<file path="src/hdl/tcsw_pkg.sv">
// Shared types, codes and constants for the text console screen writer.
package tcsw_pkg;

    // Default geometry handed to the top-level parameters
    localparam int COLUMNS_DEF  = 80;
    localparam int ROWS_DEF     = 25;
    localparam int TAB_STOP_DEF = 8;

    // Beat widths
    localparam int IN_TDATA_W  = 32;
    localparam int IN_TUSER_W  = 2;
    localparam int OUT_TDATA_W = 48;
    localparam int CFG_INDEX_W = 2;
    localparam int CFG_DATA_W  = 8;
    localparam int OFFSET_W    = 13;

    // Commands carried in tuser
    localparam logic [IN_TUSER_W-1:0] CMD_WRITE = 2'd0;
    localparam logic [IN_TUSER_W-1:0] CMD_SET   = 2'd1;
    localparam logic [IN_TUSER_W-1:0] CMD_READ  = 2'd2;

    // Configuration register indexes
    localparam logic [CFG_INDEX_W-1:0] CFG_ATTR   = 2'd0;
    localparam logic [CFG_INDEX_W-1:0] CFG_PAGE   = 2'd1;
    localparam logic [CFG_INDEX_W-1:0] CFG_ACTIVE = 2'd2;

    // Control characters
    localparam logic [7:0] CH_BS    = 8'h08;
    localparam logic [7:0] CH_TAB   = 8'h09;
    localparam logic [7:0] CH_LF    = 8'h0A;
    localparam logic [7:0] CH_CR    = 8'h0D;
    localparam logic [7:0] CH_SPACE = 8'h20;

    // Cell = {attribute, character}
    localparam logic [15:0] BLANK_CELL = 16'h0F20;
    localparam logic [15:0] TITLE_CELL = 16'h1F20;
    localparam logic [7:0]  ATTR_RESET = 8'h0F;

    // Controller -> datapath
    typedef struct packed {
        logic accept;
        logic clear_step;
        logic tab_step;
        logic scroll_start;
        logic copy_step;
        logic blank_step;
        logic load_out;
    } t_dp_cmd;

    // Datapath -> controller
    typedef struct packed {
        logic is_tab;
        logic tab_last;
        logic need_scroll;
        logic clear_last;
        logic copy_done;
        logic blank_last;
        logic out_free;
    } t_dp_sts;

endpackage

</file>
<file path="src/hdl/tcsw_ctrl.sv">
// Sequencing state machine: clear pass, item intake, tab walk, scroll and result hand-off.
module tcsw_ctrl (
    input  logic              i_clk,
    input  logic              i_rst_n,
    input  logic              i_s_tvalid,
    output logic              o_s_tready,
    input  tcsw_pkg::t_dp_sts i_sts,
    output tcsw_pkg::t_dp_cmd o_cmd
);
    import tcsw_pkg::*;

    typedef enum logic [6:0] {
        S_CLEAR = 7'b0000001,
        S_IDLE  = 7'b0000010,
        S_TAB   = 7'b0000100,
        S_DONE  = 7'b0001000,
        S_COPY  = 7'b0010000,
        S_BLANK = 7'b0100000,
        S_SPARE = 7'b1000000
    } t_state;

    t_state r_state;
    t_state n_state;

    always_comb begin
        n_state    = r_state;
        o_cmd      = '0;
        o_s_tready = 1'b0;
        unique case (r_state)
            S_CLEAR: begin
                o_cmd.clear_step = 1'b1;
                if (i_sts.clear_last) begin
                    n_state = S_IDLE;
                end
            end
            S_IDLE: begin
                o_s_tready = 1'b1;
                if (i_s_tvalid) begin
                    o_cmd.accept = 1'b1;
                    n_state      = i_sts.is_tab ? S_TAB : S_DONE;
                end
            end
            S_TAB: begin
                o_cmd.tab_step = 1'b1;
                if (i_sts.tab_last) begin
                    n_state = S_DONE;
                end
            end
            S_DONE: begin
                if (i_sts.need_scroll) begin
                    o_cmd.scroll_start = 1'b1;
                    n_state            = S_COPY;
                end else if (i_sts.out_free) begin
                    o_cmd.load_out = 1'b1;
                    n_state        = S_IDLE;
                end
            end
            S_COPY: begin
                o_cmd.copy_step = 1'b1;
                if (i_sts.copy_done) begin
                    n_state = S_BLANK;
                end
            end
            S_BLANK: begin
                o_cmd.blank_step = 1'b1;
                if (i_sts.blank_last) begin
                    n_state = S_DONE;
                end
            end
            default: begin
                n_state = S_IDLE;
            end
        endcase
    end

    always_ff @(posedge i_clk) begin
        if (!i_rst_n) begin
            r_state <= S_CLEAR;
        end else begin
            r_state <= n_state;
        end
    end

endmodule

</file>
<file path="config.mk">
export PLATFORM = sky130hd
export DESIGN_NAME = tcsw_ctrl
export DESIGN_NICKNAME = d
export VERILOG_FILES = /design/src/hdl/tcsw_pkg.sv /design/src/hdl/tcsw_ctrl.sv
export SDC_FILE = /design/constraint.sdc
export NUM_CORES = 1
export LEC_CHECK = 0
export BUFFER_PORTS_ARGS = -buffer_cell sky130_fd_sc_hd__clkbuf_2
export CAP_MARGIN = 0
export CORE_AREA = 2 2 39 41
export DETAILED_ROUTE_END_ITERATION = 16
export DIE_AREA = 0 0 41 43
export PLACE_DENSITY = 0.65
export RECOVER_POWER = 100
export SYNTH_ARGS = -nofsm -noshare
export SYNTH_HDL_FRONTEND = slang
export SYNTH_SLANG_ARGS = --single-unit
</file>
<file path="constraint.sdc">
create_clock -name i_clk -period 2 [get_ports i_clk]
set_clock_uncertainty 0.2 [all_clocks]
set_input_delay 0.4 -clock i_clk [delete_from_list [all_inputs] [get_ports i_clk]]
set_output_delay 0.4 -clock i_clk [all_outputs]
set_load 0.02 [all_outputs]
</file>
Yosys cells after proc, flatten, opt, wreduce, memory -nomap -nowiden --
Index checks and enable logic that the tools add are counted.
Cells by class: bitwise gates (word level) 0, add/sub/neg operators 0, eq/ne operators 12, divide/modulo/power cells 0, shifts and indexed selects 0, muxes and demuxes 21, reduce and logical (&&, ||, !) cells 1, magnitude comparators 0, multiply operators 0
Operators by type and width (number):
- two-way mux 7 bit | 7
- one-hot mux 7 bit (6 select lines) | 1
- two-way mux 1 bit | 12
- inequality test 2 bit (second input constant) | 5
- equality test 7 x 1 -> 1 bit (second input constant) | 1
- equality test 7 x 2 -> 1 bit (second input constant) | 1
- equality test 7 x 3 -> 1 bit (second input constant) | 1
- equality test 7 x 4 -> 1 bit (second input constant) | 1
- equality test 7 x 5 -> 1 bit (second input constant) | 1
- equality test 7 x 6 -> 1 bit (second input constant) | 1
- AND reduction 6 bit | 1
- two-way mux 4 bit | 1
- inequality test 3 bit (second input constant) | 1
Storage, ports and cells: memory bits (read-only) 0, output and inout port bits 8, memories kept 0, latch bits 0, memory bits (writable) 0, bits in registers 7, word-level logic and storage cells 35

Logic depth before layout (Yosys ltp) --
word-level depth 3, gate-level depth with buffers 6, gate-level depth less buffers 5

Least setup slack after synthesis --
OpenSTA, ideal clock, no wires.
path kind register to output, start point register r_state[4], end point output port o_cmd[6] (netlist bit), arrival 1.424 ns, data required time 1.400 ns, slack -0.024 ns, cell stages (with the launch flop) 5, cells stage by stage dfxtp_1 buf_6 nor4_1 and3b_1 and2_1
RTL lines:
- start: declaration | line tcsw_ctrl.sv:22 | t_state r_state;
- start signal: assignment | line tcsw_ctrl.sv:80 | r_state <= n_state;
- end: declaration | line tcsw_ctrl.sv:8 | output tcsw_pkg::t_dp_cmd o_cmd

==> metrics <==
Mean Syn Cell Area 8.59 µm²; fin nets 103; Synth Flop Type dfxtp_1; critical path class flip-flop to output pin; first-pass GRT wire length 2.07 mm; post-DR wirelength/cell 13.4 µm; Slew headroom 79.3%; hpwl dp 893 µm; Hold WC Path Type input pin to flip-flop; area grow syn2layout 55.6%; pre-CTS setup slack 0.0581 ns; Fin. Hold Viols 0; min setup slack post-route 0.0213 ns; Port Buffer Count 17; max-cap viol count 0; width of the die 41 µm; Global Route Usage Sum 16.7%; CP max FO 8; share of the synthesized area in the top cell type 22.9%; largest registers r_state (6); Synth area leaders dfxtp_1, nor3b_1, buf_6; Synth Cell Area 524 µm²; Largest register FFs 6; VDD IR-drop max 0.261 mV; remaining antenna violation count 0; Final Max Tran Viols 0; Ports 18; Post-Syn Instances 61; Clock Path Buffers 2; antenna violations before repair 0; library cells used by synthesis 30; CTS sink count 6; Die H 43 µm; CTS Buf Count 3; leak pwr 0.375 nW; number of synthesized flops with an enable pin 0; vias per inst 5.36; initial core utilization 37.9%; row cnt 14; ant diodes 0; largest net degree at the start of global routing 14; CTS tree yes; CP Capture Type output pin; min cycle time layout 1.98 ns; worst path required time 1.40 ns; RSZ-0062 raised after global routing yes; DR pass1 iterations 3; Worst Tran Pin Value 0.309 ns; Yosys warning count 0; Reg with most FFs r_state; post-synthesis sequential area ratio 22.9%; Setup crit start kind flip-flop; Core Box Area 0.00138 mm²; total gr overflow 0; Yosys reg bits 6; period utilisation layout 98.9%; hold_buf cts 0; Routed Wire Length 1.43 mm; CTS root buf clkbuf_4; status finished clean; Async SR Flop Fraction 0%; Starting DRT DRC Count 5; RePlAce Congestion 0.742; number of global-route vias before repair 483; area leader, netlist dfxtp_1; Power Density 465 mW/mm²; hold_sp i_sts[3]; # setup viols final 0; net count after synthesis 71; Clk pin slew, worst setup/hold paths 0.05 ns; H-tree levels 1; DIE AREA 0.00176 mm²; drt drc 0; fmax 505 MHz; layout cells sized above 1 57.1%; post-layout util 59.0%; worst setup path start r_state[5]; WP data arrival 1.38 ns; later-pin clock latency in the skew report 0.24 ns; via count 573; RR Startpoint r_state[5]
[cells in the final DEF (no fill, tap or decap), drive strengths merged, types with 2 or more instances in the layout]
master / netlist / layout
buf: 4 / 21
nor2b: 3 / 3
o21ai: 6 / 6
and2: 4 / 4
dfxtp: 6 / 6
nand3b: 4 / 4
inv: 3 / 3
nor4: 4 / 4
nand4: 2 / 2
nor3b: 6 / 6
and3b: 2 / 2
and3: 3 / 3
nor2: 2 / 2
clkbuf: 0 / 13
[cells in the mapped netlist (2+ instances only)]
| cell | number |
|---|---|
| o21ai_2 | 2 |
| nor2b_1 | 3 |
| nor4_2 | 2 |
| and2_1 | 4 |
| buf_6 | 3 |
| nor4_1 | 2 |
| nor3b_1 | 6 |
| nor2_1 | 2 |
| dfxtp_1 | 6 |
| o21ai_0 | 3 |
| inv_1 | 3 |
| nand3b_1 | 4 |
| and3b_1 | 2 |
| and3_1 | 3 |
[power breakdown]
group          internal (W)  total (W)  switching (W)
sequential         0.000125   0.000145      0.0000198
clock             0.0000676   0.000108      0.0000401
combinational     0.0000731   0.000126      0.0000530
[worst paths after layout]
kind / slack [ns] / endpoint / depth (start not counted)
setup / recovery: 0.02 / o_cmd[6] / 4
hold / removal: 0.17 / r_state[0] / 2
setup reg to reg: 0.13 / r_state[1] / 6
hold reg to reg: 0.42 / r_state[0] / 2
[area by class of cell]
type	instances	area, µm²
fill	127	568
multi-input combinational	48	400
timing repair buffer	31	226
sequential	6	135
clock buffer	3	22.5
tap	16	20.0
inverter	3	11.3
[logic make-up after synthesis]
kind of cell	Yosys count	synth area share [%]
buffers and inverters	7	10.0
xor gates and xnor gates	1	3.10
muxes	1	1.91
AOI/OAI and AO/OA	12	16.2
and+or+nand+nor	34	45.8
DFF	6	22.9
[metrics by stage]
stage          area, µm²  power (W)  TNS [ns]  hold WS (ns)  std cells
6_report             816   0.000379         0         0.172        107
3_5_place_dp         612   0.000236         0         0.424         93
5_1_grt              816   0.000405    -0.179         0.189        107
4_1_cts              691   0.000361         0         0.176         97
3_3_place_gp         612   0.000234         0         0.417         93
2_1_floorplan        526   0.000206         0         0.276         61
[routing by layer]
metal  up-vias  track usage (%)  part of all wire (%)
li1        284                -                     -
met1       275             24.4                    45
met2        14             23.8                    51
met3         0             3.14                   4.1
met4         0             6.00                     0
met5         -                0                     0
[what timing repair did]
action / CTS / global route
gates resized for setup: 12 / 24
endpoints found under the setup margin: 8 / 9
cloned: 0 / 0
pin swaps: 1 / 7
setup buffers: 1 / 10
[worst max-delay path: stages, from the launching register on]
cell     delay, ns
dfxtp_4       0.38
nor4_4        0.28
and3b_2       0.24
and2_4        0.14
buf_6         0.10
(Power assumes the default switching activity.)
